===== config.mk =====
export PLATFORM = sky130hd
export DESIGN_NAME = ple_cell
export DESIGN_NICKNAME = d
export VERILOG_FILES = /design/src/rtl/ple_pkg.sv /design/src/rtl/ple_cell.sv
export SDC_FILE = /design/constraint.sdc
export NUM_CORES = 1
export LEC_CHECK = 0
export ABC_AREA = 1
export BUFFER_PORTS_ARGS = -buffer_cell sky130_fd_sc_hd__buf_2
export CAP_MARGIN = 20
export CORE_MARGIN = 10
export CORE_UTILIZATION = 46
export DETAILED_ROUTE_END_ITERATION = 12
export HOLD_SLACK_MARGIN = 0.02
export PLACE_DENSITY_LB_ADDON = 0.08
export SLEW_MARGIN = 20
export SYNTH_ARGS = -nofsm -noshare
export SYNTH_HDL_FRONTEND = slang
export SYNTH_SLANG_ARGS = --single-unit

===== constraint.sdc =====
create_clock -name clk_i -period 2.2 [get_ports clk_i]
set_clock_uncertainty 0.05 [all_clocks]
set_input_delay 0 -clock clk_i [delete_from_list [all_inputs] [get_ports clk_i]]
set_output_delay 0 -clock clk_i [all_outputs]
set_load 0.05 [all_outputs]

===== src/rtl/ple_pkg.sv =====
// Shared types and constants for the positional list engine.
// No dependencies.
package ple_pkg;

  localparam int unsigned LIST_DEPTH = 64;
  localparam int unsigned POS_W      = 6;
  localparam int unsigned CNT_W      = 7;
  localparam int unsigned VAL_W      = 32;

  localparam logic [CNT_W-1:0] CNT_FULL = CNT_W'(LIST_DEPTH);

  typedef enum logic [2:0] {
    OP_APPEND     = 3'd0,
    OP_REMOVE_TAIL = 3'd1,
    OP_INSERT     = 3'd2,
    OP_REMOVE_POS = 3'd3,
    OP_READ_HEAD  = 3'd4
  } op_e;

  typedef enum logic [1:0] {
    ST_OK    = 2'd0,
    ST_EMPTY = 2'd1,
    ST_RANGE = 2'd2,
    ST_FULL  = 2'd3
  } status_e;

  typedef struct packed {
    logic [2:0]              op;
    logic [POS_W-1:0]        position;
    logic signed [VAL_W-1:0] value;
  } in_item_t;

  typedef struct packed {
    logic signed [VAL_W-1:0] head_value;
    logic [1:0]              status;
    logic [CNT_W-1:0]        count;
  } out_item_t;

  // broadcast to every cell of the chain
  typedef struct packed {
    logic             append_en;
    logic             insert_en;
    logic             remove_en;
    logic [POS_W-1:0] pos;
    logic [CNT_W-1:0] cnt;
  } chain_ctl_t;

endpackage


===== src/rtl/ple_cell.sv =====
// One storage cell of the list chain: holds one entry, loads the new value
// or takes the entry of its left or right neighbor. Depends on ple_pkg.
module ple_cell
  import ple_pkg::*;
(
  input  logic                    clk_i,
  input  chain_ctl_t              ctl_i,
  input  logic [POS_W-1:0]        idx_i,
  input  logic signed [VAL_W-1:0] value_i,
  input  logic signed [VAL_W-1:0] left_i,
  input  logic signed [VAL_W-1:0] right_i,
  output logic signed [VAL_W-1:0] data_o,
  output logic signed [VAL_W-1:0] next_o
);

  logic signed [VAL_W-1:0] data_q, data_d;

  always_comb begin
    data_d = data_q;
    if (ctl_i.append_en && ({1'b0, idx_i} == ctl_i.cnt)) begin
      data_d = value_i;
    end
    if (ctl_i.insert_en) begin
      if (idx_i == ctl_i.pos) begin
        data_d = value_i;
      end else if (idx_i > ctl_i.pos) begin
        data_d = left_i;
      end
    end
    if (ctl_i.remove_en && (idx_i >= ctl_i.pos)) begin
      data_d = right_i;
    end
  end

  always_ff @(posedge clk_i) begin
    data_q <= data_d;
  end

  assign data_o = data_q;
  assign next_o = data_d;

endmodule


==> flow_summary.toml <==
[run_status]
status = "finished clean"

[power_and_ir_drop]
switching_power_mw = 2.034
clkPwrFrac_pct = 12.6
swShare_pct = 57.07
p_per_area_nw_per_um2 = 854.2
power_frac_comb_pct = 64.5
p_int_mw = 1.530
power_frac_seq_pct = 22.9
vdd_drop_max_mv = 0.7809
p_leak_nw = 2.603

[clock_network]
root_buffer = "clkbuf_8"
clockBufferDepth = 2
h-tree-depth = 2
clk_pin_slew_ns = 0.07
clk_latency_ns = 0.28
post_cts_buffers = 0
cts-buffers-inserted = 5
cts_tree = "done"
clkSinkCount = 32

[global_route]
grt_max_degree = 34
use_met2_pct = 40.16
grt_busiest_layer = "met2"
use_met3_pct = 7.470
antenna_found_initial = 1
grt_pass1_wl_mm = 18.31
overflow = 0
met1_usage_pct = 24.20
grt_util_all_layers_pct = 22.54
first_global_vias = 3893

[worst_setup_path]
crit_path_end_kind = "output pin"
crit_chain = "buf_2, ha_1, nand2_1, nor2_2, nand2_2, buf_4, inv_2, buf_4, nand2_1, nand2_1, nand2_1, nand3_1, nand2_1, inv_1, buf_2"
path_class = "in2out"
startpoint = "idx_i[5]"
rr_startpoint = "data_o[3]$_DFF_P_"
path_buf_inv = 6
cp_slowest_stage_delay_ns = 0.29
start_kind = "primary input"
slowest_stage = "ha_1"
crit_arrival_ns = 1.87
cp_data_required_time_ns = 2.15
critPathTopFamily = "buffers and inverters"
crit_fanout = 21
crit_top_cell = "nand2_1"

[placement]
place_ws_ns = 0.3095
port_buffers = 182
dp.final_hpwl_mm = 8.287
gp_congestion = 0.8645

[timing]
max_freq_mhz = 520.6
period_minus_slack_ns = 1.921
grt_setup_unrepaired = "false"
fin_ws_ns = 0.2793
worst_pin_slew_ns = 0.3997
fin_crit_sh_pct = 87.31
finalHoldViolations = 0
fin_setup_tns_ns = 0
drv_slew = 0
slew_headroom_pct = 73.29
setup_violations = 0
whs_ns = 0.08518

[logic_synthesis]
synth_top_family_by_area = "simple AND/OR/NAND/NOR gates"
synth.area.mux_share_pct = 0
synth-simple-area-share_pct = 60.50
synth_adder_area_share_pct = 2.699
synth-compound-area-share_pct = 0.4498
yosys_warnings = 0
yosysUniqueCellTypes = 22
synth_seq_cells = 32
syn_inst = 513
synth_xor_area_share_pct = 0.3149
syn_avg_cell_area_um2 = 5.422
synth_nets = 638
ys_seq_area_share_pct = 23.03
syn_area_um2 = 2781

[finish]
fin_nets = 843
final_common_cell = "nand2_1"
layout_common_cells = "nand2_1, buf_2, nand3_1"
drive_gt1_share_pct = 29.94
area_growth_pct = 50.02
largest_reg_flops = 32

[routing]
first_pass_iters = 5
postRouteAntennaNets = 0
avgViaCountPerCell = 4.903
drc_errors = 0
drt_iter0_drc = 247
via_count = 3893
wl_per_cell_um = 14.42
drt-total-wl_mm = 11.45

[floorplan]
row_count = 28
dieWidth_um = 97.76
dieArea_um2 = 9557
core_um2 = 5886
ios = 183
dieHeight_um = 97.76
initial_core_util_pct = 47.26

[worst_hold_path]
hold_class = "in2reg"
hp-start = "value_i[20]"

[flow_run]
maxCapViolCount = 0
[stage by stage]
| step | power [mW] | std cells | cell area, um2 | util (%) |
|---|---|---|---|---|
| final | 3.565 | 794 | 4173 | 70.90 |
| after CTS | 3.581 | 793 | 4170 | 70.85 |
| after floorplan | 2.506 | 513 | 2781 | - |
| after global routing | 3.787 | 794 | 4173 | 70.90 |
| after global placement | 3.057 | 754 | 3772 | 64.09 |
| after detailed placement | 3.082 | 754 | 3772 | 64.09 |
[power groups by stage]
| stage | clock (mW) | sequential, mW | combinational (mW) |
|---|---|---|---|
| floorplan | 0 | 1.37 | 1.13 |
| global placement | 0 | 0.826 | 2.23 |
| detailed placement | 0 | 0.830 | 2.25 |
| CTS | 0.463 | 0.817 | 2.30 |
| global route | 0.486 | 0.831 | 2.47 |
| finish | 0.450 | 0.817 | 2.30 |
[kinds of logic after synthesis]
kind of cell,Yosys count
AND/OR/NAND/NOR,385
buffers and inverters,87
flip-flops,32
adder cells (fa/ha/maj),6
AO/OA/AOI/OAI,2
XOR/XNOR,1
[final timing paths]
check             slack [ns]  cells past startpoint                  to
setup / recovery        0.28                     15          next_o[30]
hold / removal          0.09                      7  data_o[20]$_DFF_P_
setup reg to reg        1.36                      6   data_o[3]$_DFF_P_
hold reg to reg         0.59                      6  data_o[13]$_DFF_P_
[routing by layer]
layer / wire length [um] / part of all wire, %
met1: 4348 / 38
met5: 0 / 0
met3: 1056 / 9.2
met2: 5745 / 50
met4: 296 / 2.6
[cells in the mapped netlist, drive strengths merged]
| cell | instances | share of area, % |
|---|---|---|
| nor2 | 5 | 1.3 |
| nand3b | 1 | 0.27 |
| inv | 56 | 7.6 |
| ha | 6 | 2.7 |
| nand4 | 1 | 0.45 |
| o21bai | 1 | 0.27 |
| buf | 22 | 4.1 |
| nand2 | 248 | 34 |
| clkbuf | 9 | 1.3 |
| dfxtp | 32 | 23 |
| nand3 | 98 | 18 |
| xor2 | 1 | 0.31 |
| or2 | 32 | 7.2 |
| a21oi | 1 | 0.18 |
[what timing repair did]
action,CTS,global route
setup endpoints to repair,0,0
hold endpoints to repair,32,0
resized for setup,0,0
hold buffers,32,0
[final cells by class]
cell class	count	area, um2
Multi-Input combinational cell	394	1779
Fill cell	542	1713
Timing Repair Buffer	229	1369
Sequential cell	32	640.6
Inverter	56	210.2
Tap cell	75	93.84
Clock buffer	6	72.57
Clock inverter	1	5.005
Antenna cell	1	2.502
[tightest hold or removal path, cell delays in order]
cell and delay, ns:
buf_2 0.09, nand2_1 0.04, nand2_1 0.05, nand2_1 0.04
nand3_1 0.07, nand2_1 0.04, inv_1 0.05
No activity file was read; power rests on OpenSTA's default activity.
