### src/rtl/ple_pkg.sv
// Shared types and constants for the positional list engine.
// No dependencies.
package ple_pkg;

  localparam int unsigned LIST_DEPTH = 64;
  localparam int unsigned POS_W      = 6;
  localparam int unsigned CNT_W      = 7;
  localparam int unsigned VAL_W      = 32;

  localparam logic [CNT_W-1:0] CNT_FULL = CNT_W'(LIST_DEPTH);

  typedef enum logic [2:0] {
    OP_APPEND     = 3'd0,
    OP_REMOVE_TAIL = 3'd1,
    OP_INSERT     = 3'd2,
    OP_REMOVE_POS = 3'd3,
    OP_READ_HEAD  = 3'd4
  } op_e;

  typedef enum logic [1:0] {
    ST_OK    = 2'd0,
    ST_EMPTY = 2'd1,
    ST_RANGE = 2'd2,
    ST_FULL  = 2'd3
  } status_e;

  typedef struct packed {
    logic [2:0]              op;
    logic [POS_W-1:0]        position;
    logic signed [VAL_W-1:0] value;
  } in_item_t;

  typedef struct packed {
    logic signed [VAL_W-1:0] head_value;
    logic [1:0]              status;
    logic [CNT_W-1:0]        count;
  } out_item_t;

  // broadcast to every cell of the chain
  typedef struct packed {
    logic             append_en;
    logic             insert_en;
    logic             remove_en;
    logic [POS_W-1:0] pos;
    logic [CNT_W-1:0] cnt;
  } chain_ctl_t;

endpackage

### src/rtl/ple_ctrl.sv
// Command decode and element count for the list engine; drives the chain
// control word and the status. Depends on ple_pkg.
module ple_ctrl
  import ple_pkg::*;
(
  input  logic             clk_i,
  input  logic             rst_ni,
  input  logic             accept_i,
  input  in_item_t         item_i,
  output chain_ctl_t       ctl_o,
  output status_e          status_o,
  output logic [CNT_W-1:0] cnt_d_o
);

  logic [CNT_W-1:0] cnt_q, cnt_d;
  logic             full, empty, pos_ok;
  logic             app, ins, rem;
  status_e          status;

  assign full   = (cnt_q == CNT_FULL);
  assign empty  = (cnt_q == '0);
  assign pos_ok = ({1'b0, item_i.position} < cnt_q);

  always_comb begin
    app    = 1'b0;
    ins    = 1'b0;
    rem    = 1'b0;
    status = ST_OK;
    cnt_d  = cnt_q;
    case (item_i.op)
      OP_APPEND: begin
        if (full) begin
          status = ST_FULL;
        end else begin
          app   = 1'b1;
          cnt_d = cnt_q + 1'b1;
        end
      end
      OP_REMOVE_TAIL: begin
        if (empty) begin
          status = ST_EMPTY;
        end else begin
          cnt_d = cnt_q - 1'b1;
        end
      end
      OP_INSERT: begin
        if (!pos_ok) begin
          status = ST_RANGE;
        end else if (full) begin
          status = ST_FULL;
        end else begin
          ins   = 1'b1;
          cnt_d = cnt_q + 1'b1;
        end
      end
      OP_REMOVE_POS: begin
        if (empty) begin
          status = ST_EMPTY;
        end else if (!pos_ok) begin
          status = ST_RANGE;
        end else begin
          rem   = 1'b1;
          cnt_d = cnt_q - 1'b1;
        end
      end
      OP_READ_HEAD: begin
        if (empty) begin
          status = ST_EMPTY;
        end
      end
      default: begin
        status = ST_OK;
      end
    endcase
  end

  always_ff @(posedge clk_i or negedge rst_ni) begin
    if (!rst_ni) begin
      cnt_q <= '0;
    end else if (accept_i) begin
      cnt_q <= cnt_d;
    end
  end

  assign ctl_o.append_en = accept_i & app;
  assign ctl_o.insert_en = accept_i & ins;
  assign ctl_o.remove_en = accept_i & rem;
  assign ctl_o.pos       = item_i.position;
  assign ctl_o.cnt       = cnt_q;
  assign status_o        = status;
  assign cnt_d_o         = cnt_d;

endmodule

### config.mk
export PLATFORM = sky130hd
export DESIGN_NAME = ple_ctrl
export DESIGN_NICKNAME = d
export VERILOG_FILES = /design/src/rtl/ple_pkg.sv /design/src/rtl/ple_ctrl.sv
export SDC_FILE = /design/constraint.sdc
export NUM_CORES = 1
export LEC_CHECK = 0
export BUFFER_PORTS_ARGS = -buffer_cell sky130_fd_sc_hd__buf_4
export CORE_MARGIN = 2
export CORE_UTILIZATION = 46
export CTS_CLUSTER_SIZE = 14
export DETAILED_ROUTE_END_ITERATION = 8
export PLACE_DENSITY = 0.95
export SYNTH_ARGS = -nofsm -noshare
export SYNTH_HDL_FRONTEND = slang
export SYNTH_SLANG_ARGS = --single-unit
### constraint.sdc
create_clock -name clk_i -period 3.8 [get_ports clk_i]
set_clock_uncertainty 0.2 [all_clocks]
set_input_delay 0 -clock clk_i [delete_from_list [all_inputs] [get_ports clk_i]]
set_output_delay 0 -clock clk_i [all_outputs]
set_load 0.03 [all_outputs]
==> out/summary.log, run 1 <==
INFO  status         outcome=finished, final reports clean
INFO  synth          count_of_flip_flops_with_a_built_in_enable_after_synthesis=0
INFO  finish         final_area=1370um^2
INFO  route          post_drt_via_cell_ratio=6.18
INFO  clock_network  clk_pin_slew=0.05ns
INFO  placed_design  place_congestion=0.876
INFO  clock_network  clk_latency=0.25ns
INFO  synth          yosysWarningCount=0
INFO  setup_path     worst-endpoint-required=3.60ns
INFO  synth          synth.yosys.seq_area_share=16.2%
INFO  floorplanning  design.core.area=2210um^2
INFO  finish         final_core_utilization=61.8%
INFO  synth          postSynthAreaPerCell=7.21um^2
INFO  floorplanning  die-area=2750um^2
INFO  placed_design  port_buffer_cells=36
INFO  timing         max_freq=0.341GHz
INFO  route          wl_per_cell=15.7um
INFO  finish         reg_top3=cnt_q x7
INFO  route          final_antenna_net_count=0
INFO  timing         fin_crit_share=77.1%
INFO  route          totalWireLength=3240um
INFO  synth          postSynthNetCount=201
INFO  setup_path     timing.critical_path.arrival=2.73ns
INFO  setup_path     critical_setup_path_class=flop to output pin
INFO  placed_design  place_worst_setup_slack=1.20ns
INFO  synth          post-synth-top-count-cell=o21ai_0
INFO  setup_path     crit_path_top_delay_cell=dfrtp_1
INFO  synth          synth_top_cell_by_area=dfrtp_1
INFO  clock_network  ctsRootBufferMaster=clkbuf_4
INFO  timing         timing.slew.headroom=65.0%
INFO  finish         largest_register=cnt_q
INFO  timing         layout_min_cycle_time=2.93ns
INFO  grt            grt_max_degree=26
INFO  grt            gr-usage-all-layers=25.5%
INFO  timing         setup_slack=0.871ns
INFO  route          drt_drc_violations_left=0
INFO  synth          syn_inst=150
INFO  placed_design  dp.final_hpwl=2440um
INFO  clock_network  ctsHtreeMaxLevel=1
INFO  synth          postSynthRegisterBits=7
INFO  clock_network  post_cts_resize_count=0
INFO  synth          synth_top_cells_by_area=dfrtp_1 16%, ha_1 8.1%, o21ai_0 6.5%
INFO  grt            first_global_vias=1,135
INFO  synth          synthTopCellsByCount=14 x o21ai_0, 13 x nand2_1, 8 x a31oi_1, 8 x buf_4, 8 x nor2_1
INFO  placed_design  post_dp_cell_area=1290um^2
INFO  pwr            vdd_ir_drop_max=0.498mV
INFO  route          detail_route.iter0.violations=73
INFO  floorplanning  floorplan.die.height=52.5um
INFO  finish         layout-area-overhead-vs-synth=26.5%
INFO  clock_network  clock_sinks=7
INFO  route          vias=1,280
INFO  grt            grt.overflow.total=0
INFO  setup_path     critical_path.max_stage_delay=0.51ns
INFO  setup_path     kind_of_end_point_of_the_critical_path=output pin
INFO  pwr            power.leakage=0.602nW
INFO  clock_network  tritoncts=done
INFO  pwr            power_density=724nW/um^2
INFO  timing         timing_max_transition_violations_final=0
INFO  floorplanning  fp-row-count=17
INFO  clock_network  cts.path.max_buffers=2
INFO  synth          synth_cell_type_count=46
INFO  finish         n_antenna_cell=0
INFO  timing         finalHoldViolations=0
INFO  min_path       hold_path_class=input port to output pin
INFO  grt            global_route_wire_length_before_repair=5250um
INFO  timing         setup_viol_count_final=0
INFO  run            maxCapViolCount=0
INFO  timing         timing_worst_slew_pin_value=0.525ns
INFO  clock_network  cts_made_buffers=3
INFO  synth          ys_dominant_reg_cell=dfrtp_1
INFO  setup_path     timing.critical_path.from_type=flop
INFO  finish         largest_register_ff_count=7
INFO  floorplanning  floorplan.initialDensity=48.9%
INFO  placed_design  dp_cells=198
INFO  route          dr.pass1.iters=4
INFO  floorplanning  floorplan.io_pins=69
INFO  floorplanning  floorplan.die.width=52.5um
INFO  timing         timing.setup.tns=0ns
INFO  setup_path     critical_path_peak_fanout=9
INFO  synth          yosys.area.top_type_share=16.2%
INFO  setup_path     critical_path.cell_chain=inv_1 -> ha_1 -> a21oi_1 -> a21oi_2 -> a211oi_2 -> nand2_1 -> o31ai_1 -> buf_4
INFO  finish         fraction_of_final_layout_cells_with_drive_strength_greater_than_1=27.4%
INFO  finish         layoutNonFillerInstCount=207
INFO  grt            antenna_found_initial=0
INFO  finish         number_of_nets_in_the_layout=231
INFO  timing         grt_setup_unrepaired=false
INFO  synth          synth_async_sr_flop_share=100%
INFO  synth          syn-cell-area=1080um^2
timing repair:
action	CTS	global route
endpoints found under the hold margin	11	0
buffers inserted	0	0
hold buffers	5	0
worst max-delay path, delay by kind of cell (launching register included):
family / cells / cell delay [ns]
DFF: 1 / 0.51
buffers and inverters: 2 / 0.35
adders and majority gates: 1 / 0.32
AOI/OAI and AO/OA: 4 / 1.14
and+or+nand+nor: 1 / 0.17
final cells by class:
| class | count | area, um^2 |
|---|---|---|
| multi-input combinational | 120 | 785 |
| tap | 28 | 35.0 |
| clock buffer | 4 | 26.3 |
| inverter | 7 | 26.3 |
| timing repair buffer | 41 | 320 |
| fill | 204 | 845 |
| sequential | 7 | 175 |
per-stage QoR:
stage / hold WS, ns / power [mW]
2_1_floorplan: -0.496 / 0.697
3_3_place_gp: -0.386 / 0.886
6_report: 0.0285 / 0.991
4_1_cts: 0.0296 / 0.984
5_1_grt: 0.0335 / 1.07
3_5_place_dp: -0.381 / 0.908
where the power goes:
part	internal (mW)	switching [mW]	total, mW
Combinational	0.268	0.454	0.722
Sequential	0.104	0.0972	0.201
Clock	0.0400	0.0270	0.0671
logic make-up (layout without fill, tap and decap cells):
kind of cell    after synthesis  count (layout)  share of synthesized area [%]
compound gates               52              52                           32.1
xor+xnor                      2               2                           1.62
fa+ha+maj                     7               7                           8.10
buf+inv                      23              52                           11.2
flops                         7               7                           16.2
mux                           2               2                           1.85
simple gates                 57              57                           28.9
layout by cell type, fill, tap and decap left out, drive strengths merged, types with 2 or more instances in the layout:
master,netlist,final
nor3,9,9
o21ai,15,15
o31ai,3,3
and3,2,2
nor4,2,2
mux2i,2,2
a31oi,8,8
o31a,2,2
nand2b,3,3
a21oi,8,8
nand2,13,13
nand3,6,6
clkbuf,4,4
nor2,9,9
dlygate4sd3,0,5
a211o,3,3
o22ai,2,2
nor2b,3,3
buf,12,36
inv,7,7
a21o,2,2
dfrtp,7,7
nor3b,3,3
ha,7,7
a211oi,2,2
nand4,2,2
final timing paths:
kind                             from         end  slack (ns)  cells past startpoint
setup / recovery             cnt_q[5]  cnt_d_o[2]        0.87                      8
setup reg to reg             cnt_q[2]    cnt_q[3]        1.22                      7
min in group asynchronous      rst_ni    cnt_q[2]        0.53                      3
max in group asynchronous      rst_ni    cnt_q[4]        2.61                      3
hold reg to reg              cnt_q[4]    cnt_q[4]        0.53                      1
hold / removal             item_i[32]    ctl_o[7]        0.03                      2
routing by layer:
| metal | track usage, % | part of all wire (%) |
|---|---|---|
| met1 | 32.9 | 39 |
| met2 | 45.6 | 51 |
| met3 | 3.43 | 9.7 |
| met4 | 3.85 | 1.2 |
| met5 | 0 | 0 |
No activity file was read; power rests on OpenSTA's default activity.
==> run 2: changes to the inputs <==
--- a/config.mk
+++ b/config.mk
@@ -7,10 +7,10 @@
 export LEC_CHECK = 0
 export BUFFER_PORTS_ARGS = -buffer_cell sky130_fd_sc_hd__buf_4
 export CORE_MARGIN = 2
-export CORE_UTILIZATION = 46
+export CORE_UTILIZATION = 38
 export CTS_CLUSTER_SIZE = 14
 export DETAILED_ROUTE_END_ITERATION = 8
-export PLACE_DENSITY = 0.95
+export PLACE_DENSITY = 0.85
 export SYNTH_ARGS = -nofsm -noshare
 export SYNTH_HDL_FRONTEND = slang
 export SYNTH_SLANG_ARGS = --single-unit
==> constraint.sdc (replaced) <==
create_clock -name clk_i -period 2.4 [get_ports clk_i]
set_clock_uncertainty 0.2 [all_clocks]
set_input_delay 0 -clock clk_i [delete_from_list [all_inputs] [get_ports clk_i]]
set_output_delay 0 -clock clk_i [all_outputs]
set_load 0.03 [all_outputs]
==> run 2 against run 1 <==
Net effect: global-route usage decreased by 0.74 points; final cell count increased by 13%; design area increased by 31%; largest cell class unchanged; sequential share of layout area decreased by 2.9 points.
==> out/summary.log, run 2 (same netlist as run 1, synthesis figures left out) <==
INFO  pwr            p_comb_share=85.0% [was 72.9%]
INFO  timing         setup_slack=0.0509ns [was 0.871 ns]
INFO  min_path       hold_path_class=input port to output pin [unchanged]
INFO  setup_path     timing.critical_path.arrival=2.15ns [was 2.73 ns]
INFO  floorplanning  fp-row-count=19 [was 17]
INFO  clock_network  clk_latency=0.27ns [was 0.25 ns]
INFO  min_path       timing.hold.worst.start=item_i[32] [unchanged]
INFO  finish         fraction_of_final_layout_cells_with_drive_strength_greater_than_1=50.2% [was 27.4%]
INFO  setup_path     crit_path_top_delay_cell=or4_4 [was dfrtp_1]
INFO  status         outcome=finished, final reports clean [unchanged]
INFO  pwr            power_density=1220nW/um^2 [was 724 nW/um^2]
INFO  min_path       hold-path-endpoint=ctl_o[7] [unchanged]
INFO  finish         layoutNonFillerInstCount=234 [was 207]
INFO  clock_network  clock_sinks=7 [unchanged]
INFO  timing         timing_max_transition_violations_final=0 [unchanged]
INFO  finish         number_of_nets_in_the_layout=255 [was 231]
INFO  finish         reg_top3=cnt_q x7 [unchanged]
INFO  timing         grt_setup_unrepaired=true [was false]
INFO  finish         final.fill_count=228 [was 204]
INFO  floorplanning  floorplan.io_pins=69 [unchanged]
INFO  timing         timing.slew.headroom=68.8% [was 65.0%]
INFO  finish         layout_common_cells=56 x buf_4, 12 x nand2_1, 8 x o21ai_0 [was 36 x buf_4, 14 x o21ai_0, 13 x nand2_1]
INFO  finish         layout_commonest_cell=buf_4 [unchanged]
INFO  setup_path     worst-endpoint-required=2.20ns [was 3.60 ns]
INFO  setup_path     critical_path.cell_chain=buf_4 -> nor3_1 -> a31oi_1 -> or4_4 -> o21ai_2 -> buf_6 [was inv_1 -> ha_1 -> a21oi_1 -> a21oi_2 -> a211oi_2 -> nand2_1 -> o31ai_1 -> buf_4]
INFO  pwr            internal_power=1.03mW [was 413 uW]
INFO  setup_path     rr_endpoint=cnt_q[1] [was cnt_q[3]]
INFO  setup_path     timing.critical_path.from_type=flop [unchanged]
INFO  clock_network  clk_pin_slew=0.06ns [was 0.05 ns]
INFO  route          wl_per_cell=17.3um [was 15.7 um]
INFO  grt            gr-usage-all-layers=24.8% [was 25.5%]
INFO  setup_path     crit_reg_reg_startpoint=cnt_q[4] [was cnt_q[2]]
INFO  setup_path     worst_reg_to_reg_cells=7 [unchanged]
INFO  setup_path     kind_of_end_point_of_the_critical_path=output pin [unchanged]
INFO  clock_network  cts_made_buffers=3 [unchanged]
INFO  clock_network  ctsHtreeMaxLevel=1 [unchanged]
INFO  run            maxCapViolCount=0 [unchanged]
INFO  timing         setup_viol_count_final=0 [unchanged]
INFO  timing         finalHoldViolations=0 [unchanged]
INFO  pwr            clock_power_share=5.7% [was 6.8%]
INFO  setup_path     critical_setup_path_class=flop to output pin [unchanged]
INFO  timing         layout_min_cycle_time=2.35ns
INFO  grt            antenna_found_initial=0 [unchanged]
INFO  finish         n_antenna_cell=0 [unchanged]
INFO  pwr            power.share.sequential=9.3% [was 20.3%]
INFO  route          totalWireLength=4060um [was 3240 um]
INFO  placed_design  place_worst_setup_slack=0.0899ns [was 1.20 ns]
INFO  timing         whs=0.0270ns [was 0.0285 ns]
INFO  setup_path     minimum_setup_slack_among_reg_to_reg_paths=0.17ns [was 1.22 ns]
INFO  finish         final_core_utilization=65.6% [was 61.8%]
INFO  timing         max_freq=0.426GHz
INFO  floorplanning  design.core.area=2730um^2 [was 2210 um^2]
INFO  clock_network  ctsRootBufferMaster=clkbuf_4 [unchanged]
INFO  finish         final_area=1790um^2 [was 1370 um^2]
INFO  pwr            power.leakage=0.752nW [was 0.602 nW]
INFO  finish         layout-area-overhead-vs-synth=66.0% [was 26.5%]
INFO  floorplanning  floorplan.die.width=57.3um [was 52.5 um]
INFO  min_path       min_delay_path_depth=2 [unchanged]
INFO  route          post_drt_via_cell_ratio=6.18 [about the same]
INFO  pwr            p_switching=1.17mW [was 578 uW]
INFO  placed_design  dp_cells=212 [was 198]
INFO  timing         timing_worst_slew_pin_value=0.465ns [was 0.525 ns]
INFO  grt            grt_max_degree=26 [unchanged]
INFO  grt            global_route_wire_length_before_repair=6410um [was 5250 um]
INFO  pwr            vdd_ir_drop_max=0.819mV [was 0.498 mV]
INFO  finish         largest_register_ff_count=7 [unchanged]
INFO  floorplanning  floorplan.die.height=57.3um [was 52.5 um]
INFO  route          final_antenna_net_count=0 [unchanged]
INFO  clock_network  cts.path.max_buffers=2 [unchanged]
INFO  pwr            switching_share=53.2% [was 58.3%]
INFO  setup_path     critical_path_peak_fanout=11 [was 9]
INFO  timing         fin_crit_share=97.9%
INFO  finish         largest_register=cnt_q [unchanged]
INFO  setup_path     path_buf_inv=2 [unchanged]
INFO  route          dr.pass1.iters=4 [unchanged]
INFO  placed_design  post_dp_cell_area=1450um^2 [was 1290 um^2]
INFO  setup_path     critical_path.max_stage_delay=0.44ns [was 0.51 ns]
INFO  route          detail_route.iter0.violations=105 [was 73]
INFO  route          drt_drc_violations_left=0 [unchanged]
INFO  floorplanning  floorplan.initialDensity=39.5% [was 48.9%]
INFO  placed_design  port_buffer_cells=36 [unchanged]
INFO  grt            grt.overflow.total=0 [unchanged]
INFO  clock_network  tritoncts=done [unchanged]
INFO  placed_design  place_congestion=0.937 [was 0.876]
INFO  setup_path     path_delay_family=simple AND/OR/NAND/NOR gates [was compound AO/OA/AOI/OAI gates]
INFO  grt            first_global_vias=1,333 [was 1,135]
INFO  floorplanning  die-area=3290um^2 [was 2750 um^2]
INFO  placed_design  dp.final_hpwl=2660um [was 2440 um]
INFO  route          vias=1,445 [was 1,280]
==> run 2: cell count changes in the layout (fill, tap and decap cells not counted), moves of 3 or more <==
cell	before	now
inv_2	0	5
buf_4	36	56
ha_1	7	4
o21ai_0	14	8
o21ai_1	0	4
buf_6	0	4
a21oi_4	0	3
ha_4	0	3
inv_1	7	2
==> run 2: layout make-up <==
class | count | area (um^2) | area share [%]
Clock buffer | 4 | 26.3 | 1.46
Timing Repair Buffer | 65 | 515 | 28.7
Sequential cell | 7 | 178 | 9.90
Tap cell | 31 | 38.8 | 2.16
Inverter | 7 | 26.3 | 1.46
Multi-Input combinational cell | 120 | 1010 | 56.3
==> run 2: per-layer routing <==
| layer | part of all wire [%] | wire, um | up-vias | GRT usage, % |
|---|---|---|---|---|
| met5 | 0 | 0 | - | 0 |
| met4 | 5.2 | 210 | 0 | 9.97 |
| met3 | 8.1 | 328 | 20 | 2.49 |
| met2 | 49 | 1990 | 83 | 41.5 |
| met1 | 38 | 1530 | 677 | 32.6 |
| li1 | - | - | 665 | - |
==> run 2: what timing repair did <==
action	in CTS	in global routing
pin swaps	8	8
hold buffers	5	0
resized for setup	23	14
setup endpoints to repair	7	8
hold endpoints to repair	11	0
setup buffers	5	8
==> run 2: worst max path at each step <==
| stage | from | endpoint | cells past startpoint |
|---|---|---|---|
| 6_report | cnt_q[2] | cnt_d_o[3] | 6 |
| 5_1_grt | cnt_q[1] | cnt_d_o[3] | 9 |
| 4_1_cts | cnt_q[2] | cnt_d_o[3] | 9 |
| 3_5_place_dp | cnt_q[5] | cnt_d_o[2] | 8 |
| 3_3_place_gp | cnt_q[5] | cnt_d_o[4] | 8 |
| 2_1_floorplan | cnt_q[2] | cnt_d_o[2] | 8 |
==> run 2: power groups by stage <==
stage	clock [mW]	sequential (mW)	combinational, mW
after global routing	0.130	0.211	1.99
after detailed placement	0	0.200	1.45
after global placement	0	0.196	1.42
after floorplan	0	0.322	0.880
final	0.126	0.203	1.87
after CTS	0.124	0.202	1.69
==> run 2: through the flow <==
stage / TNS, ns / power (mW)
after floorplan: -0.0488 / 1.20
after CTS: 0 / 2.01
after global routing: -0.0314 / 2.33
after global placement: 0 / 1.62
after detailed placement: 0 / 1.65
final: 0 / 2.20
==> run 3: changes to the inputs <==
--- a/config.mk
+++ b/config.mk
@@ -6,7 +6,6 @@
 export NUM_CORES = 1
 export LEC_CHECK = 0
 export BUFFER_PORTS_ARGS = -buffer_cell sky130_fd_sc_hd__buf_4
-export CORE_MARGIN = 2
 export CORE_UTILIZATION = 38
 export CTS_CLUSTER_SIZE = 14
 export DETAILED_ROUTE_END_ITERATION = 8
==> run 3 against run 2 <==
Net effect: the run now ends with DRC left; combinational power about the same; via count is 2.9% lower; clock power shrank 6%; count of clock-buffer cells in the layout stayed put; die area decreased by 6.9%; first-iteration DRC count down 22%; critical path depth increased by 2; total power is 1.1% lower; design area fell by 1.7%; final cell count fell by 1.3%; wire length fell by 1.3%.
==> out/summary.log, run 3 (same netlist as run 1, synthesis figures left out) <==
INFO  status         outcome=finished with violations [was finished, final reports clean]
INFO  status         violated_checks=DRC
INFO  placed_design  place_worst_setup_slack=0.0380ns [was 0.0899 ns]
INFO  clock_network  ctsRootBufferMaster=clkbuf_4 [unchanged]
INFO  clock_network  cts.path.max_buffers=2 [unchanged]
INFO  route          detail_route.wirelength.met1=1600um [was 1530 um]
INFO  pwr            vdd_ir_drop_max=0.904mV [was 0.819 mV]
INFO  clock_network  cts_made_buffers=3 [unchanged]
INFO  setup_path     timing.critical_path.from_type=flop [unchanged]
INFO  timing         layout_min_cycle_time=2.37ns [was 2.35 ns]
INFO  route          totalWireLength=4010um [was 4060 um]
INFO  setup_path     timing.critical_path.arrival=2.17ns [was 2.15 ns]
INFO  pwr            internal_power=1.01mW [was 1.03 mW]
INFO  route          wl_per_cell=17.3um [about the same]
INFO  setup_path     critical_path.max_stage_delay=0.49ns [was 0.44 ns]
INFO  timing         fin_crit_share=98.7% [was 97.9%]
INFO  finish         layout_commonest_cell=buf_4 [unchanged]
INFO  setup_path     path_delay_family=compound AO/OA/AOI/OAI gates [was simple AND/OR/NAND/NOR gates]
INFO  floorplanning  floorplan.die.width=55.3um [was 57.3 um]
INFO  timing         timing_worst_slew_pin_value=0.471ns [was 0.465 ns]
INFO  grt            grt_max_degree=26 [unchanged]
INFO  floorplanning  die-area=3060um^2 [was 3290 um^2]
INFO  pwr            p_comb_share=85.1% [was 85.0%]
INFO  grt            antenna_found_initial=0 [unchanged]
INFO  setup_path     kind_of_end_point_of_the_critical_path=output pin [unchanged]
INFO  route          top_signal_layer_used=met4 [unchanged]
INFO  floorplanning  fp-row-count=18 [was 19]
INFO  floorplanning  design.core.area=2590um^2 [was 2730 um^2]
INFO  setup_path     cpMostUsedCell=a21oi_4
INFO  route          vias=1,403 [was 1,445]
INFO  placed_design  port_buffer_cells=36 [unchanged]
INFO  finish         fraction_of_final_layout_cells_with_drive_strength_greater_than_1=50.2% [about the same]
INFO  finish         reg_top3=cnt_q x7 [unchanged]
INFO  timing         grt_setup_unrepaired=true [unchanged]
INFO  timing         whs=0.0243ns [was 0.0270 ns]
INFO  route          detailroute.wirelength.met2=2030um [was 1990 um]
INFO  pwr            power.share.sequential=9.4% [was 9.3%]
INFO  setup_path     critical_path.cell_chain=inv_2 -> ha_4 -> a21oi_4 -> a21oi_4 -> a21o_1 -> or4_4 -> o21ai_2 -> buf_6 [was buf_4 -> nor3_1 -> a31oi_1 -> or4_4 -> o21ai_2 -> buf_6]
INFO  route          wl_met3=319um [was 328 um]
INFO  route          detail_route.iter0.violations=82 [was 105]
INFO  finish         layout_common_cells=55 x buf_4, 12 x nand2_1, 8 x nor2_1, 8 x o21ai_0, 7 x a31oi_1 [was 56 x buf_4, 12 x nand2_1, 8 x o21ai_0]
INFO  clock_network  clock_sinks=7 [unchanged]
INFO  grt            global_route_wire_length_before_repair=6080um [was 6410 um]
INFO  setup_path     worst-endpoint-required=2.20ns [about the same]
INFO  pwr            power_density=1230nW/um^2 [was 1220 nW/um^2]
INFO  placed_design  dp.final_hpwl=2550um [was 2660 um]
INFO  finish         number_of_nets_in_the_layout=253 [was 255]
INFO  grt            first_global_vias=1,275 [was 1,333]
INFO  clock_network  clk_latency=0.27ns [about the same]
INFO  timing         max_freq=0.422GHz [was 0.426 GHz]
INFO  setup_path     path_buf_inv=2 [unchanged]
INFO  finish         layout-area-overhead-vs-synth=63.2% [was 66.0%]
INFO  finish         n_antenna_cell=0 [unchanged]
INFO  pwr            switching_share=53.5% [was 53.2%]
INFO  pwr            p_switching=1.16mW [was 1.17 mW]
INFO  clock_network  ctsHtreeMaxLevel=1 [unchanged]
INFO  grt            gr-usage-all-layers=25.3% [was 24.8%]
INFO  grt            grt.overflow.total=0 [unchanged]
INFO  route          dr.pass1.iters=8 [was 4]
INFO  floorplanning  floorplan.die.height=55.3um [was 57.3 um]
INFO  min_path       hold_path_class=input port to output pin [unchanged]
INFO  floorplanning  floorplan.io_pins=69 [unchanged]
INFO  timing         timing_max_transition_violations_final=0 [unchanged]
INFO  route          post_drt_via_cell_ratio=6.07 [was 6.18]
INFO  clock_network  clk_pin_slew=0.05ns [was 0.06 ns]
INFO  timing         setup_viol_count_final=0 [unchanged]
INFO  floorplanning  floorplan.initialDensity=41.7% [was 39.5%]
INFO  pwr            clock_power_share=5.4% [was 5.7%]
INFO  clock_network  tritoncts=done [unchanged]
INFO  setup_path     critical_path_peak_fanout=4 [was 11]
INFO  finish         largest_register_ff_count=7 [unchanged]
INFO  timing         setup_slack=0.0305ns [was 0.0509 ns]
INFO  run            maxCapViolCount=0 [unchanged]
INFO  setup_path     crit_path_top_delay_cell=or4_4 [unchanged]
INFO  timing         timing.slew.headroom=68.6% [was 68.8%]
INFO  pwr            power.leakage=0.743nW [was 0.752 nW]
INFO  setup_path     critical_setup_path_class=flop to output pin [unchanged]
INFO  finish         largest_register=cnt_q [unchanged]
INFO  route          final_antenna_net_count=0 [unchanged]
INFO  timing         finalHoldViolations=0 [unchanged]
INFO  placed_design  place_congestion=0.960 [was 0.937]
INFO  route          drt_drc_violations_left=1 [was 0]
[run 3: power by group through the flow]
| stage | logic (mW) | registers (mW) | clock network, mW |
|---|---|---|---|
| 3_5_place_dp | 1.44 | 0.197 | 0 |
| 6_report | 1.85 | 0.204 | 0.118 |
| 5_1_grt | 1.97 | 0.210 | 0.130 |
| 3_3_place_gp | 1.41 | 0.195 | 0 |
| 4_1_cts | 1.64 | 0.200 | 0.121 |
| 2_1_floorplan | 0.880 | 0.322 | 0 |
[run 3: worst paths after layout]
path / start / end / slack, ns / depth (start not counted)
min in group asynchronous: rst_ni / cnt_q[0] / 0.53 / 3
max in group asynchronous: rst_ni / cnt_q[5] / 1.16 / 3
worst max register to register: cnt_q[0] / cnt_q[1] / 0.18 / 7
worst max-delay path: cnt_q[5] / cnt_d_o[3] / 0.03 / 8
worst min-delay path: item_i[32] / ctl_o[7] / 0.02 / 2
worst min register to register: cnt_q[3] / cnt_q[3] / 0.39 / 2
[run 3: repair_timing]
action,4_1_cts,5_1_grt
hold endpoints to repair,11,0
buffers inserted,8,4
endpoints found under the setup margin,7,8
gates cloned,0,0
hold buffers,5,0
pin swaps,9,7
resized for setup,19,17
[run 3: metal layers]
| layer | global-route usage, % | up-vias |
|---|---|---|
| li1 | - | 667 |
| met1 | 29.6 | 638 |
| met2 | 44.1 | 90 |
| met3 | 6.32 | 8 |
| met4 | 9.29 | 0 |
| met5 | 0 | - |
[run 3: cell type report]
type,count,area [um^2]
well taps,30,37.5
inverters,7,28.8
fillers,191,826
flip-flops and latches,7,178
multi-input cells,120,997
clock buffers,4,26.3
repair buffers,63,497
[run 3: stage by stage]
step	util (%)	setup TNS (ns)	instances	total power [mW]	instance area (um^2)
floorplan	-	-0.0488	150	1.20	1150
global placement	55.7	0	210	1.60	1440
detailed placement	55.7	0	210	1.64	1440
CTS	64.6	0	227	1.96	1670
global route	68.1	-0.144	231	2.31	1760
finish	68.1	0	231	2.17	1760
